$ cat src/hdl/hnm_pkg.sv
// Package for the heightmap normal map block: widths, constants and the
// pipeline word types shared by every module. No dependencies.
package hnm_pkg;

    // Tile side; must be a power of two so that neighbour addresses wrap naturally.
    localparam int TILE_SIZE   = 64;
    localparam int COORD_W     = $clog2(TILE_SIZE);
    localparam int ADDR_W      = 2 * COORD_W;
    localparam int CELLS       = TILE_SIZE * TILE_SIZE;
    localparam int HEIGHT_BITS = 16;

    // Magnitude of a neighbour difference fits in HEIGHT_BITS unsigned bits.
    localparam int MAG_W   = HEIGHT_BITS;
    localparam int SQ_W    = 2 * MAG_W;
    localparam int Y_CONST = 512;
    localparam int Y_SQ    = Y_CONST * Y_CONST;
    localparam int V2_W    = (SQ_W > 19) ? SQ_W : 19;
    localparam int S_W     = (SQ_W + 2 > 20) ? SQ_W + 2 : 20;
    localparam int FULL_SQ = 255 * 255;
    localparam int FSQ_W   = 16;
    localparam int RHS_W   = V2_W + FSQ_W;
    localparam int LHS_W   = S_W + FSQ_W;
    localparam int BYTE_W  = 8;

    localparam logic [RHS_W-1:0] Y_RHS = RHS_W'(64'(FULL_SQ) * 64'(Y_SQ));

    typedef struct packed {
        logic              neg;
        logic [RHS_W-1:0]  rhs;
        logic [BYTE_W-1:0] b;
    } lane_t;

    typedef struct packed {
        logic           valid;
        logic [S_W-1:0] s;
        lane_t          z;
        lane_t          y;
        lane_t          x;
    } work_t;

    // Tries one more bit of the byte: keeps it when (2t-255)*sqrt(s) <= 255*v,
    // decided on squares and signs.
    function automatic lane_t decide_bit(lane_t ln, logic [S_W-1:0] s, logic [2:0] bit_sel);
        logic [BYTE_W-1:0] t;
        logic [BYTE_W:0]   two_t;
        logic [BYTE_W-1:0] aa;
        logic [FSQ_W-1:0]  aa_sq;
        logic [LHS_W-1:0]  lhs;
        logic [LHS_W-1:0]  rhs;
        logic              take;
        lane_t             res;
        t     = ln.b | (BYTE_W'(1) << bit_sel);
        two_t = {t, 1'b0};
        aa    = t[BYTE_W-1] ? BYTE_W'(two_t - 9'd255) : BYTE_W'(9'd255 - two_t);
        aa_sq = FSQ_W'(aa) * FSQ_W'(aa);
        lhs   = LHS_W'(aa_sq) * LHS_W'(s);
        rhs   = LHS_W'(ln.rhs);
        if (t[BYTE_W-1])
        begin
            take = !ln.neg && (lhs <= rhs);
        end
        else
        begin
            take = !ln.neg || (lhs >= rhs);
        end
        res   = ln;
        res.b = take ? t : ln.b;
        return res;
    endfunction

endpackage

$ cat src/hdl/hnm_diff_sq.sv
// Front of the arithmetic pipeline: neighbour differences, squares, the
// sum of squares and the scaled right-hand sides. Depends on hnm_pkg.
module hnm_diff_sq (
    input  logic                                   clk,
    input  logic                                   rst_n,
    input  logic                                   en,
    input  logic                                   second,
    input  logic signed [hnm_pkg::HEIGHT_BITS-1:0] rd_a,
    input  logic signed [hnm_pkg::HEIGHT_BITS-1:0] rd_b,
    output hnm_pkg::work_t                         work
);

    localparam int HB = hnm_pkg::HEIGHT_BITS;

    logic [HB:0]               diff;
    logic [HB:0]               diff_abs;
    logic                      v1_reg, v2_reg, v3_reg;
    logic                      dxn_reg, dxn2_reg, dzn_reg, dxn3_reg, dzn3_reg;
    logic [hnm_pkg::MAG_W-1:0] dxm_reg, dxm2_reg, dzm_reg;
    logic [hnm_pkg::SQ_W-1:0]  dxsq_reg, dzsq_reg;
    hnm_pkg::work_t            work_reg;

    // The read ports hold left/right first, then up/down.
    assign diff     = {rd_a[HB-1], rd_a} - {rd_b[HB-1], rd_b};
    assign diff_abs = diff[HB] ? (~diff + 1'b1) : diff;

    always_ff @(posedge clk or negedge rst_n)
    begin
        if (!rst_n)
        begin
            v1_reg   <= 1'b0;
            v2_reg   <= 1'b0;
            v3_reg   <= 1'b0;
            work_reg <= '0;
        end
        else if (en)
        begin
            v1_reg         <= second;
            v2_reg         <= v1_reg;
            v3_reg         <= v2_reg;
            work_reg.valid <= v3_reg;
            work_reg.s     <= hnm_pkg::S_W'(dxsq_reg) + hnm_pkg::S_W'(dzsq_reg)
                              + hnm_pkg::S_W'(hnm_pkg::Y_SQ);
            work_reg.x.neg <= dxn3_reg;
            work_reg.x.rhs <= hnm_pkg::RHS_W'(hnm_pkg::FULL_SQ) * hnm_pkg::RHS_W'(dxsq_reg);
            work_reg.x.b   <= '0;
            work_reg.z.neg <= dzn3_reg;
            work_reg.z.rhs <= hnm_pkg::RHS_W'(hnm_pkg::FULL_SQ) * hnm_pkg::RHS_W'(dzsq_reg);
            work_reg.z.b   <= '0;
            work_reg.y.neg <= 1'b0;
            work_reg.y.rhs <= hnm_pkg::Y_RHS;
            work_reg.y.b   <= '0;
        end
    end

    always_ff @(posedge clk)
    begin
        if (en)
        begin
            dxn_reg  <= diff[HB];
            dxm_reg  <= diff_abs[HB-1:0];
            dxn2_reg <= dxn_reg;
            dxm2_reg <= dxm_reg;
            dzn_reg  <= diff[HB];
            dzm_reg  <= diff_abs[HB-1:0];
            dxn3_reg <= dxn2_reg;
            dzn3_reg <= dzn_reg;
            dxsq_reg <= hnm_pkg::SQ_W'(dxm2_reg) * hnm_pkg::SQ_W'(dxm2_reg);
            dzsq_reg <= hnm_pkg::SQ_W'(dzm_reg) * hnm_pkg::SQ_W'(dzm_reg);
        end
    end

    assign work = work_reg;

endmodule

$ cat config.mk
export PLATFORM = sky130hd
export DESIGN_NAME = hnm_diff_sq
export DESIGN_NICKNAME = d
export VERILOG_FILES = /design/src/hdl/hnm_pkg.sv /design/src/hdl/hnm_diff_sq.sv
export SDC_FILE = /design/constraint.sdc
export NUM_CORES = 2
export LEC_CHECK = 0
export ABC_CLOCK_PERIOD_IN_PS = 9050
export BUFFER_PORTS_ARGS = -buffer_cell sky130_fd_sc_hd__buf_2
export CAP_MARGIN = 20
export CORE_MARGIN = 2
export CORE_UTILIZATION = 30
export DETAILED_ROUTE_END_ITERATION = 12
export GPL_TIMING_DRIVEN = 0
export PLACE_DENSITY_LB_ADDON = 0.08
export SLEW_MARGIN = 20
export SYNTH_ARGS = -nofsm -noshare
export SYNTH_HDL_FRONTEND = slang
export SYNTH_SLANG_ARGS = --single-unit
export TNS_END_PERCENT = 10
$ cat constraint.sdc
create_clock -name clk -period 9.05 [get_ports clk]
set_input_delay 0.905 -clock clk [delete_from_list [all_inputs] [get_ports clk]]
set_output_delay 0.905 -clock clk [all_outputs]
set_load 0.02 [all_outputs]
# [After elaboration in Yosys (flattened, before gate mapping)]
# Cells that the tools add are included.
[op_classes] add_sub_neg=4 n_mul=4 n_div=0 n_lt_le_gt_ge=0 eq_ne=0 shifts=0 muxes=1 bitwise=1 reduce_logical=0
[op_table] operator="$mul A16 B32 Y48 const A" n=2
[op_table] operator="$mul A16 B16 Y32" n=2
[op_table] operator="$add A33 B19 Y34 const B" n=1
[op_table] operator="$add A32 B32 Y33" n=1
[op_table] operator="$sub A16 B16 Y17" n=1
[op_table] operator="$add A16 B1 Y16 const B" n=1
[op_table] operator="$mux W16" n=1
[op_table] operator="$not A16 Y16" n=1
[totals] ff_bits=236 latch_bits=0 ram_bits=0 romBits=0 input_bits=36 output_inout_bits=206 word_cells=27 mem_count=0

# [Logic depth before layout (Yosys ltp)]
[depth] ltp_word=4 depth_mapped=25 mapped_depth_nobuf=24

# [Least setup slack after synthesis]
# OpenSTA, ideal clock, no wires.
[synth_timing] path_kind="flip-flop to flip-flop" start="register dxm_reg[1] (netlist name)" end="register dzsq_reg[29] (netlist name) (data pin)" setup_time_ns=0.260 arrival_ns=5.993 required_time_ns=8.790 path_slack_ns=2.797 path_stages_with_launch=24 n_path_buf=2 period_less_slack_ns=6.253 path_cell_list="edfxtp_1 > clkbuf_1 > clkbuf_1 > and2_1 > fa_1 > inv_1 > fa_1 > inv_1 > fa_1 > fa_1 > fa_1 > inv_1 > fa_1 > inv_1 > ha_1 > a21o_1 > a21oi_1 > o21ai_0 > a31oi_2 > o21ai_1 > a41o_1 > a311o_1 > a21oi_1 > xnor2_1"
[synth_rtl] item="end signal: assignment" line="hnm_diff_sq.sv:69" text="dzsq_reg <= hnm_pkg::SQ_W'(dzm_reg) * hnm_pkg::SQ_W'(dzm_reg);"
[synth_rtl] item="end: declaration" line="hnm_diff_sq.sv:20" text="logic [hnm_pkg::SQ_W-1:0] dxsq_reg, dzsq_reg;"

==> key figures <==
Outcome
  – Outcome: finished clean

GRT
  – Largest net degree at the start of global routing: 75
  – First-pass GRT wire length: approximately 170000 um
  – Initial antenna violation count: 5
  – Global route overflow: 0
  – All-Layer GR Usage: ~17%
  – Vias in the first global route: between 20000 and 30000

CTS
  – Clk buf depth: 3
  – Total CTS buffers: 36
  – Htree depth: 2
  – Clock Latency Late Sink: approximately 600 ps
  – Clock Tree Root: clkbuf_16
  – Clock slew at reported path FFs: 60 ps
  – CTS tree: yes
  – Post-cts sizing count: 0
  – Post CTS Setup Buffer Count: 0
  – Clk sinks: 231
  – CTS hold repair buffers: 0

Synth
  – Netlist cell types: 90
  – Multiplexer area fraction after synthesis: under 10%
  – Synthesized flop and latch total: around 230
  – Post-Synth Adder-Cell Area: 48.9%
  – Commonest cells post-synth: 887 x inv_1, 602 x fa_1, 563 x ha_1
  – Area share of xor/xnor cells in the synthesized design: 3.94%
  – Largest family of logic cells by synthesized area: adder cells
  – Compound-Gate Fraction of Synth Area: a little under a tenth
  – Ys Warns: 0
  – Ys async rst share: between 50% and 60%
  – Simple-gate share of the synthesized area: around 8%
  – Synth Flop Type: dfrtp_1
  – Cells taking the most area after synthesis: fa_1 31%, ha_1 18%, dfrtp_1 8.6%
  – Netlist Area Pre-Place: 39100 sq um
  – Share of synthesized area occupied by flip-flops and latches: 16.0%
  – Yosys top cell by area: fa_1
  – Synth top area share: 30.8%
  – Top-count cell post-synth: inv_1
  – Mean Syn Cell Area: between 9 and 10 sq um
  – Post-Syn Instances: between 3000 and 4000
  – Number of enable flip-flop cells after synthesis: 96

STA
  – TNS Setup: 0 ps
  – Max Slew Vio Count: 0
  – Slew HR: 22.0%
  – Clk_skew: between 40 and 50 ps
  – Setup-failing EPs final: 0
  – Final min period: between 7000 and 8000 ps
  – RSZ-0062 raised after global routing: false
  – Worst Tran Pin Value: 1170 ps
  – Max Freq: about 130 MHz
  – Worst setup margin: approximately 1600 ps
  – Hold Vio Cnt, Final: 0
  – Tcrit/Tclk final: a little over 80%

Placed design
  – Number of placed instances with taps included: approximately 6000
  – DP Area: about 43000 sq um
  – Post-DP HPWL: between 90000 and 100000 um
  – Placer congestion estimate: 0.850
  – IO Port Bufs: ~170
  – Place WS: 1460 ps

Setup path
  – Worst r2r dst: dzsq_reg[31]
  – R2R setup slack: about 1600 ps
  – Startpoint Class: register
  – Worst R2R Start: dxm_reg[1]
  – Crit path max fanout: 10
  – Critical path capture point type: register
  – Worst-path cell chain: clkbuf_1 -> clkbuf_1 -> nand2_1 -> inv_1 -> fa_1 -> inv_1 -> fa_1 -> inv_1 -> fa_1 -> fa_1 -> fa_1 -> inv_1 -> fa_1 -> inv_1 -> ha_1 -> a21o_1 -> a21oi_1 -> o211ai_1 -> a31oi_2 -> o21ai_1 -> a41o_1 -> a21boi_0 -> o21ai_0 -> xnor2_1
  – Cells on worst reg2reg path: 24
  – CP required: between 9000 and 10000 ps
  – Crit path from: dxm_reg[1]
  – CP most frequent cell: fa_1
  – Worst path bufs/invs: 7
  – CP arrival: between 7000 and 8000 ps
  – Crit path kind: register to register
  – CP max-delay cell: clkbuf_1
  – Worst stage delay on the critical path: approximately 500 ps
  – Crit path max-delay family: adder cells

Routing
  – DRT iter0 DRCs: roughly 1200
  – Via count: about 27000
  – Post-route DRC violation count: 0
  – Vias per cell: 4.45
  – Total Wirelength: 112000 um
  – Final ANT Viol Nets: 0
  – DR pass1 iterations: 5
  – Drt wl/cell: 18.8 um

Finish
  – Max reg flops: approximately 130
  – Fin nets: 5406
  – Post-route cell area: approximately 44000 sq um
  – Layout Cells excl Fill: between 5000 and 6000
  – Fillers: 13586
  – Synth-to-Final Area Change: 12.1%
  – FF/Latch Area: between 6000 and 7000 sq um
  – Multi-input gate area: between 20000 and 30000 sq um
  – Share of layout cells above drive strength 1: around 11%

Floorplanning
  – Die area: about 130000 sq um
  – Die Ht: about 360 um
  – Die X: roughly 360 um
  – Io pins: about 240
  – Core Area: between 100000 and 150000 sq um
  – Core Rows: around 130
  – Initial core utilization: between 30% and 40%

Job
  – Max Cap Violations: 0

Min path
  – Hold Crit Class: input pin to asynchronous set/reset pin
==> logic make-up after synthesis <==
group / count (synthesis)
compound gates: 560
xor+xnor: 176
fa+ha+maj: 1165
buf+inv: 1036
flops: 231
mux: 110
other cells: 1
simple gates: 637
==> area by class of cell <==
| type | instances | share of cell area (%) |
|---|---|---|
| repair buffers | 178 | 2.28 |
| multi-input cells | 2722 | 66.1 |
| clock buffers | 47 | 2.46 |
| well taps | 1742 | 4.98 |
| diodes | 1 | 0.00571 |
| clock inverters | 17 | 0.391 |
| inverters | 889 | 7.62 |
| plain buffers | 147 | 1.92 |
| flip-flops and latches | 231 | 14.3 |
==> metal layers <==
metal  up-vias  routed length (um)  share of wire (%)  GRT usage, %
li1      13080                   -                  -             -
met1     13027               54700                 49          24.2
met2       365               51900                 46          28.7
met3        84                3470                3.1          1.85
met4         2                2100                1.9          3.57
met5         -                   7             0.0062             0
==> placed cells by master, fill, tap and decap left out, drive strengths merged, types with 22 or more instances in the layout <==
| cell type | count |
|---|---|
| ha | 563 |
| o21ai | 106 |
| dfrtp | 135 |
| inv | 893 |
| conb | 74 |
| edfxtp | 96 |
| nor3 | 29 |
| nor2 | 132 |
| a211oi | 28 |
| nand3 | 42 |
| and2 | 81 |
| a31oi | 23 |
| buf | 254 |
| o21a | 24 |
| nand2b | 23 |
| xnor2 | 132 |
| a21o | 90 |
| nand2 | 221 |
| xor2 | 44 |
| clkbuf | 118 |
| a21oi | 152 |
| nand4 | 22 |
| mux2 | 106 |
| fa | 602 |
==> worst max path at each step <==
| stage | end | slack, ps | cells after the start |
|---|---|---|---|
| after floorplan | dzsq_reg[29] | 2800 | 23 |
| final | dzsq_reg[31] | 1600 | 24 |
| after CTS | dzsq_reg[31] | 1480 | 22 |
| after detailed placement | dzsq_reg[31] | 1460 | 22 |
| after global routing | dzsq_reg[31] | 1100 | 24 |
| after global placement | dzsq_reg[31] | 1400 | 22 |
==> per-stage QoR <==
| stage | utilization (%) | hold WS [ps] |
|---|---|---|
| after floorplan | - | 400 |
| after global placement | 32.8 | 443 |
| after detailed placement | 32.9 | 443 |
| after CTS | 33.9 | 236 |
| after global routing | 33.9 | 274 |
| final | 33.9 | 248 |
Power is left out: the tool's default activity adds up to more than one toggle a clock period on the data nets, which glitch-free logic cannot reach.
