## config.mk

```make
export PLATFORM = sky130hd
export DESIGN_NAME = hnm_byte_stage
export DESIGN_NICKNAME = d
export VERILOG_FILES = /design/src/hdl/hnm_pkg.sv /design/src/hdl/hnm_byte_stage.sv
export SDC_FILE = /design/constraint.sdc
export NUM_CORES = 2
export LEC_CHECK = 0
export ABC_AREA = 1
export ABC_CLOCK_PERIOD_IN_PS = 800
export BUFFER_PORTS_ARGS = -buffer_cell sky130_fd_sc_hd__buf_2
export CORE_UTILIZATION = 65
export CTS_BUF_LIST = sky130_fd_sc_hd__clkbuf_8
export CTS_CLUSTER_SIZE = 8
export DETAILED_ROUTE_END_ITERATION = 8
export MAX_ROUTING_LAYER = met4
export PLACE_DENSITY = 0.92
export SETUP_SLACK_MARGIN = 0.5
export SLEW_MARGIN = 20
export SYNTH_ARGS = -nofsm -noshare
export SYNTH_HDL_FRONTEND = slang
export SYNTH_SLANG_ARGS = --single-unit
export TNS_END_PERCENT = 20
```

## constraint.sdc

```tcl
create_clock -name clk -period 0.8 [get_ports clk]
set_input_delay 0.04 -clock clk [delete_from_list [all_inputs] [get_ports clk]]
set_output_delay 0.04 -clock clk [all_outputs]
set_load 0.03 [all_outputs]
```

## src/hdl/hnm_pkg.sv

```systemverilog
// Package for the heightmap normal map block: widths, constants and the
// pipeline word types shared by every module. No dependencies.
package hnm_pkg;

    // Tile side; must be a power of two so that neighbour addresses wrap naturally.
    localparam int TILE_SIZE   = 64;
    localparam int COORD_W     = $clog2(TILE_SIZE);
    localparam int ADDR_W      = 2 * COORD_W;
    localparam int CELLS       = TILE_SIZE * TILE_SIZE;
    localparam int HEIGHT_BITS = 16;

    // Magnitude of a neighbour difference fits in HEIGHT_BITS unsigned bits.
    localparam int MAG_W   = HEIGHT_BITS;
    localparam int SQ_W    = 2 * MAG_W;
    localparam int Y_CONST = 512;
    localparam int Y_SQ    = Y_CONST * Y_CONST;
    localparam int V2_W    = (SQ_W > 19) ? SQ_W : 19;
    localparam int S_W     = (SQ_W + 2 > 20) ? SQ_W + 2 : 20;
    localparam int FULL_SQ = 255 * 255;
    localparam int FSQ_W   = 16;
    localparam int RHS_W   = V2_W + FSQ_W;
    localparam int LHS_W   = S_W + FSQ_W;
    localparam int BYTE_W  = 8;

    localparam logic [RHS_W-1:0] Y_RHS = RHS_W'(64'(FULL_SQ) * 64'(Y_SQ));

    typedef struct packed {
        logic              neg;
        logic [RHS_W-1:0]  rhs;
        logic [BYTE_W-1:0] b;
    } lane_t;

    typedef struct packed {
        logic           valid;
        logic [S_W-1:0] s;
        lane_t          z;
        lane_t          y;
        lane_t          x;
    } work_t;

    // Tries one more bit of the byte: keeps it when (2t-255)*sqrt(s) <= 255*v,
    // decided on squares and signs.
    function automatic lane_t decide_bit(lane_t ln, logic [S_W-1:0] s, logic [2:0] bit_sel);
        logic [BYTE_W-1:0] t;
        logic [BYTE_W:0]   two_t;
        logic [BYTE_W-1:0] aa;
        logic [FSQ_W-1:0]  aa_sq;
        logic [LHS_W-1:0]  lhs;
        logic [LHS_W-1:0]  rhs;
        logic              take;
        lane_t             res;
        t     = ln.b | (BYTE_W'(1) << bit_sel);
        two_t = {t, 1'b0};
        aa    = t[BYTE_W-1] ? BYTE_W'(two_t - 9'd255) : BYTE_W'(9'd255 - two_t);
        aa_sq = FSQ_W'(aa) * FSQ_W'(aa);
        lhs   = LHS_W'(aa_sq) * LHS_W'(s);
        rhs   = LHS_W'(ln.rhs);
        if (t[BYTE_W-1])
        begin
            take = !ln.neg && (lhs <= rhs);
        end
        else
        begin
            take = !ln.neg || (lhs >= rhs);
        end
        res   = ln;
        res.b = take ? t : ln.b;
        return res;
    endfunction

endpackage

```

## src/hdl/hnm_byte_stage.sv

```systemverilog
// One bit of the byte search for all three components, one register stage.
// Depends on hnm_pkg for the word type and the bit decision.
module hnm_byte_stage (
    input  logic           clk,
    input  logic           rst_n,
    input  logic           en,
    input  logic [2:0]     bit_sel,
    input  hnm_pkg::work_t work_in,
    output hnm_pkg::work_t work_out
);

    hnm_pkg::work_t work_reg;

    always_ff @(posedge clk or negedge rst_n)
    begin
        if (!rst_n)
        begin
            work_reg <= '0;
        end
        else if (en)
        begin
            work_reg.valid <= work_in.valid;
            work_reg.s     <= work_in.s;
            work_reg.z     <= hnm_pkg::decide_bit(work_in.z, work_in.s, bit_sel);
            work_reg.y     <= hnm_pkg::decide_bit(work_in.y, work_in.s, bit_sel);
            work_reg.x     <= hnm_pkg::decide_bit(work_in.x, work_in.s, bit_sel);
        end
    end

    assign work_out = work_reg;

endmodule

```

==> results of run 1 <==
Yosys cell counts (31+ instances only):
cell type | number | area share [%]
a21oi_1 | 276 | 2.1
buf_2 | 33 | 0.25
clkbuf_1 | 259 | 1.5
dfrtp_1 | 206 | 7.9
fa_1 | 1311 | 40
ha_1 | 678 | 13
inv_1 | 2034 | 12
nand2_1 | 1898 | 11
nand3_1 | 146 | 1.1
nor2_1 | 761 | 4.4
nor3_1 | 31 | 0.24
o21ai_0 | 279 | 2.1
xnor2_1 | 77 | 1.0
xor2_1 | 93 | 1.2
kinds of logic after synthesis:
logic type | after synthesis
xor+xnor | 175
fa+ha+maj | 1989
compound gates | 665
buf+inv | 2373
simple gates | 2923
flops | 206
per-layer routing:
layer | GRT usage (%) | overflow
met1 | 91.2 | 612
met2 | 122 | 5476
met3 | 87.5 | 597
met4 | 103 | 1364
met5 | - | -
stage by stage:
step,setup WS [ns],area [µm²],cells,util [%],TNS [ns]
3_3_place_gp,-10.68,79000,11000,79.1,-284.21
3_5_place_dp,-11.80,79000,11000,79.1,-311.59
4_1_cts,-10.01,84600,11200,84.7,-349.23
2_1_floorplan,-9.45,66500,8331,-,-228.81
what timing repair did:
action | CTS
pin swaps | 185
buffers inserted | 116
gates cloned | 7
resized for setup | 694
hold buffers | 87
hold endpoints to repair | 389
setup endpoints to repair | 412
==> impl_summary.log, run 1 <==
[metrics] outcome: aborted with a tool error
[metrics] stage where the flow stopped: global routing (5_1_grt)
[metrics] Stop Error: [ERROR GRT-0116] Global routing finished with congestion. Check the congestion regions in the DRC Viewer.
[metrics] net count of the mapped netlist: ~11000
[metrics] cell count after synthesis: 8331
[metrics] global-route wire length before repair: 723000 µm
[metrics] Compound-Gate Fraction of Synth Area: 5.46%
[metrics] main combinational cell family by area after synthesis: adder cells
[metrics] count of unique library cells instantiated by Yosys: 50
[metrics] Top Ports: 418
[metrics] number of enable-type register cells in the synthesized netlist: 0
[metrics] via count of the first global-routing pass: ~100k
[metrics] Yosys warning total: 0
[metrics] async set-or-reset flop fraction in the synthesized netlist: 100%
[metrics] sequential cell area fraction in the yosys report: 7.88%
[metrics] clock tree buffer depth: 3
[metrics] number of synthesized register bits: ~210
[metrics] cell at the root of the clock tree: clkbuf_8
[metrics] post-synthesis simple-gate area fraction: 17.5%
[metrics] number of levels the H-tree was split into: 2
[metrics] overall global routing resource usage: 101%
[metrics] total global routing overflow: slightly above 8000
[metrics] multiplexer share of the synthesized area: 0%
[metrics] Port Buf Inserts: between 400 and 500
[metrics] fraction of synthesized cell area in xor and xnor cells: under 10%
[metrics] clock buffers created by TritonCTS: 40
[metrics] Mean Syn Cell Area: 7.85 µm²
[metrics] HPWL after detailed placement: 235000 µm
[metrics] share of synthesized cell area in full adder, half adder and majority cells: 53.1%
[metrics] sink count of the clock tree: ~210
[metrics] Starting Density: between 60% and 70%
[metrics] maximum number of pins on one net before global-route repair: between 60 and 70
[metrics] vertical die dimension: 319 µm
[metrics] total number of placement rows: between 100 and 150
[metrics] most instantiated flip-flop cell in the synthesis netlist: dfrtp_1
[metrics] cell area after technology mapping: between 60000 and 70000 µm²
[metrics] Die X-Extent: 319 µm
[metrics] gp weighted congestion: about 1.2
==> run 2, diff against run 1 <==
--- a/config.mk
+++ b/config.mk
@@ -8,13 +8,9 @@
 export ABC_AREA = 1
 export ABC_CLOCK_PERIOD_IN_PS = 800
 export BUFFER_PORTS_ARGS = -buffer_cell sky130_fd_sc_hd__buf_2
-export CORE_UTILIZATION = 65
-export CTS_BUF_LIST = sky130_fd_sc_hd__clkbuf_8
-export CTS_CLUSTER_SIZE = 8
+export CORE_UTILIZATION = 40
 export DETAILED_ROUTE_END_ITERATION = 8
-export MAX_ROUTING_LAYER = met4
-export PLACE_DENSITY = 0.92
-export SETUP_SLACK_MARGIN = 0.5
+export PLACE_DENSITY_LB_ADDON = 0.15
 export SLEW_MARGIN = 20
 export SYNTH_ARGS = -nofsm -noshare
 export SYNTH_HDL_FRONTEND = slang
==> run 2 against run 1 <==
- the flow now finishes, with violations (hold timing, setup timing)
- synthesized cell count is the same
- synthesized area is the same
==> impl_summary.log, run 2 <==
[metrics] Starting Density: 40.2% (-25 points)
[metrics] number of enable-type register cells in the synthesized netlist: 0 (unchanged)
[metrics] largest cells by area after synthesis: fa_1, ha_1, inv_1, nand2_1, dfrtp_1
[metrics] via count of the first global-routing pass: around 65000
[metrics] Worst path max stage delay: 0.60 ns
[metrics] most instantiated flip-flop cell in the synthesis netlist: dfrtp_1
[metrics] Mean Syn Cell Area: 7.85 µm² (unchanged)
[metrics] cell count after synthesis: 8331 (unchanged)
[metrics] min-delay worst type: input port to register
[metrics] Fin Hold WS: -0.104 ns
[metrics] max FFs per register: about 200
[metrics] peak clock frequency supported by timing: between 0.08 and 0.09 GHz
[metrics] required time at the worst-slack endpoint: ~1.4 ns
[metrics] violations in the final reports: hold timing, setup timing
[metrics] Slew @ Worst Pin: approximately 0.68 ns
[metrics] Clk Latency, worst-skew pair: 0.62 ns
[metrics] final max-slew violation count: 0
[metrics] Yosys warning total: 0 (unchanged)
[metrics] internal reg-to-reg setup slack: -0.03 ns
[metrics] total number of placement rows: 148 (+28%)
[metrics] Die X-Extent: 406 µm (+27%)
[metrics] HPWL after detailed placement: 215000 µm (-8.3%)
[metrics] NumNets Final: 12300
[metrics] sink count of the clock tree: 206 (unchanged)
[metrics] count of unique library cells instantiated by Yosys: 50 (unchanged)
[metrics] most numerous cell in the Yosys netlist: inv_1
[metrics] fraction of final layout cells with drive strength greater than 1: between 20% and 30%
[metrics] leading cell types in the layout, fill and taps excluded: inv_1, nand2_1, buf_4
[metrics] number of fillers in the final layout: roughly 16000
[metrics] type of destination of the critical path: register
[metrics] most used cell along the critical path: fa_1
[metrics] outcome: finished with violations
[metrics] biggest fanout along the worst timing path: 8
[metrics] top cells by count, synth: inv_1, nand2_1, fa_1, nor2_1, ha_1
[metrics] sequential cell area fraction in the yosys report: 7.88% (unchanged)
[metrics] cell at the root of the clock tree: clkbuf_16
[metrics] number of levels the H-tree was split into: 1 (-1)
[metrics] max-cap check violation count: 0
[metrics] remaining number of nets flagged by the antenna check after routing: 0
[metrics] Final Setup Violations: approximately 230
[metrics] post-place instance area: 82200 µm² (+4.0%)
[metrics] gp weighted congestion: 1.01 (-13%)
[metrics] overall global routing resource usage: 30.9%
[metrics] routed length per placed instance: between 20 and 25 µm
[metrics] Critical Path Slowest Stage Cell: fa_1
[metrics] vertical die dimension: 406 µm (+27%)
[metrics] global-route wire length before repair: roughly 380000 µm
[metrics] share of the cycle needed by the critical path after routing: 1420%
[metrics] Top Ports: 418 (unchanged)
[metrics] vias: between 60000 and 70000
[metrics] net count of the mapped netlist: 10500 (unchanged)
[metrics] antenna violations before repair: 17
[metrics] maximum number of pins on one net before global-route repair: 85
[metrics] core area: roughly 160000 µm²
[metrics] routed vias/inst: approximately 4.9
[metrics] maximum clock skew at final layout: 0 ns
[metrics] area grow syn2layout: 35.2%
[metrics] Port Buf Inserts: 417 (unchanged)
[metrics] worst rel slew slack: a little over half
[metrics] clock tree buffer depth: 3 (unchanged)
[metrics] hold violation count in the final report: 3
[metrics] length of the first detailed-routing pass in iterations: 6
[metrics] DRC viols: 0
[metrics] Die Outline Area: approximately 170000 µm²
[metrics] number of synthesized register bits: 206 (unchanged)
[metrics] cell area after technology mapping: 65400 µm² (unchanged)
[metrics] setup slack of the critical path after layout: -10.55 ns
[metrics] clock buffers created by TritonCTS: 26 (-35%)
[metrics] total global routing overflow: 0
[metrics] clock-pin slew of the registers on the worst-case setup and hold paths: about 0.060 ns
[metrics] most common cell after layout, fill and taps aside: inv_1
[metrics] async set-or-reset flop fraction in the synthesized netlist: 100% (unchanged)
[metrics] top cell type by total area after synthesis: fa_1
[metrics] cell area after layout: 88500 µm²
[metrics] critical path startpoint category: input port
[metrics] fraction of post-synthesis cell area in the top cell type by area: 40.1% (unchanged)
[metrics] post-route minimum period: ~11 ns
[metrics] type of the worst setup path: input port to register
[metrics] crit path DAT: about 12 ns
[metrics] core utilization of the finished layout: between 50% and 60%
[metrics] iteration-0 DRC count of the detailed router: 4213
[metrics] clock tree from TritonCTS: done
[metrics] total length of routed wires: 251000 µm
[metrics] RSZ-0062 raised after global routing: true
==> run 2: cell counts after synthesis <==
Identical to the previous run, type by type.
==> run 2: critical path, delay by kind of cell <==
kind,cells,cell delay [ns]
AOI/OAI and AO/OA,9,1.18
xor gates and xnor gates,2,0.32
adders and majority gates,13,5.85
and+or+nand+nor,23,3.20
buffers and inverters,13,1.26
==> run 2: path summary, 6_finish.rpt <==
path | start | cells past startpoint | end
max reg2reg | work_out[119]$_DFFE_PN0P_ | 3 | work_out[119]$_DFFE_PN0P_
min reg2reg | work_out[8]$_DFFE_PN0P_ | 2 | work_out[8]$_DFFE_PN0P_
max | bit_sel[2] | 60 | work_out[7]$_DFFE_PN0P_
max in group asynchronous | rst_n | 4 | work_out[84]$_DFFE_PN0P_
min | work_in[3] | 5 | work_out[3]$_DFFE_PN0P_
min in group asynchronous | rst_n | 3 | work_out[2]$_DFFE_PN0P_
==> run 2: metrics by stage <==
| stage | worst slack (ns) | instances | TNS (ns) |
|---|---|---|---|
| after global placement | -11.79 | 12000 | -304.52 |
| after floorplan | -9.45 | 8331 | -239.62 |
| after CTS | -10.29 | 12300 | -338.17 |
| after global routing | -10.88 | 12300 | -347.93 |
| after detailed placement | -11.74 | 12000 | -306.76 |
| final | -10.55 | 12300 | -330.30 |
==> run 2: layer usage <==
layer  share of wire, %  routed length, µm  track usage (%)  up-vias
met5              0.047                117                0        -
met3                7.6              19200             5.70      484
met4                4.7              11800             12.0       18
met1                 41             103000             39.6    30100
li1                   -                  -                -    28100
met2                 47             117000             51.6     2187
==> run 2: final cells by class <==
cell class	instances	area, µm²	area share [%]
Timing Repair Buffer	2098	17800	20.1
Timing Repair inverter	1	6.26	0.00707
Clock buffer	38	747	0.844
Antenna cell	10	25.0	0.0283
Inverter	2055	7750	8.76
Multi-Input combinational cell	5753	54100	61.2
Clock inverter	9	170	0.192
Sequential cell	206	5160	5.83
Tap cell	2175	2720	3.08
==> run 2: repair_timing <==
action                                 in CTS  in global routing
gates resized for setup                   413                293
setup endpoints to repair                 230                241
endpoints found under the hold margin     380                  8
pin swaps                                  72                145
buffers inserted                           44                 36
hold buffers                              185                  6
cloned                                      2                  3
==> run 2: kinds of logic after synthesis <==
kind of cell               count (synthesis)  share of synthesized area (%)
AOI/OAI and AO/OA                        665                           5.46
xor gates and xnor gates                 175                           2.40
DFF                                      206                           7.88
adders and majority gates               1989                           53.1
buffers and inverters                   2373                           13.7
and+or+nand+nor                         2923                           17.5
Power of run 2 is left out: the tool's default activity adds up to more than one toggle a clock period on the data nets, which glitch-free logic cannot reach.
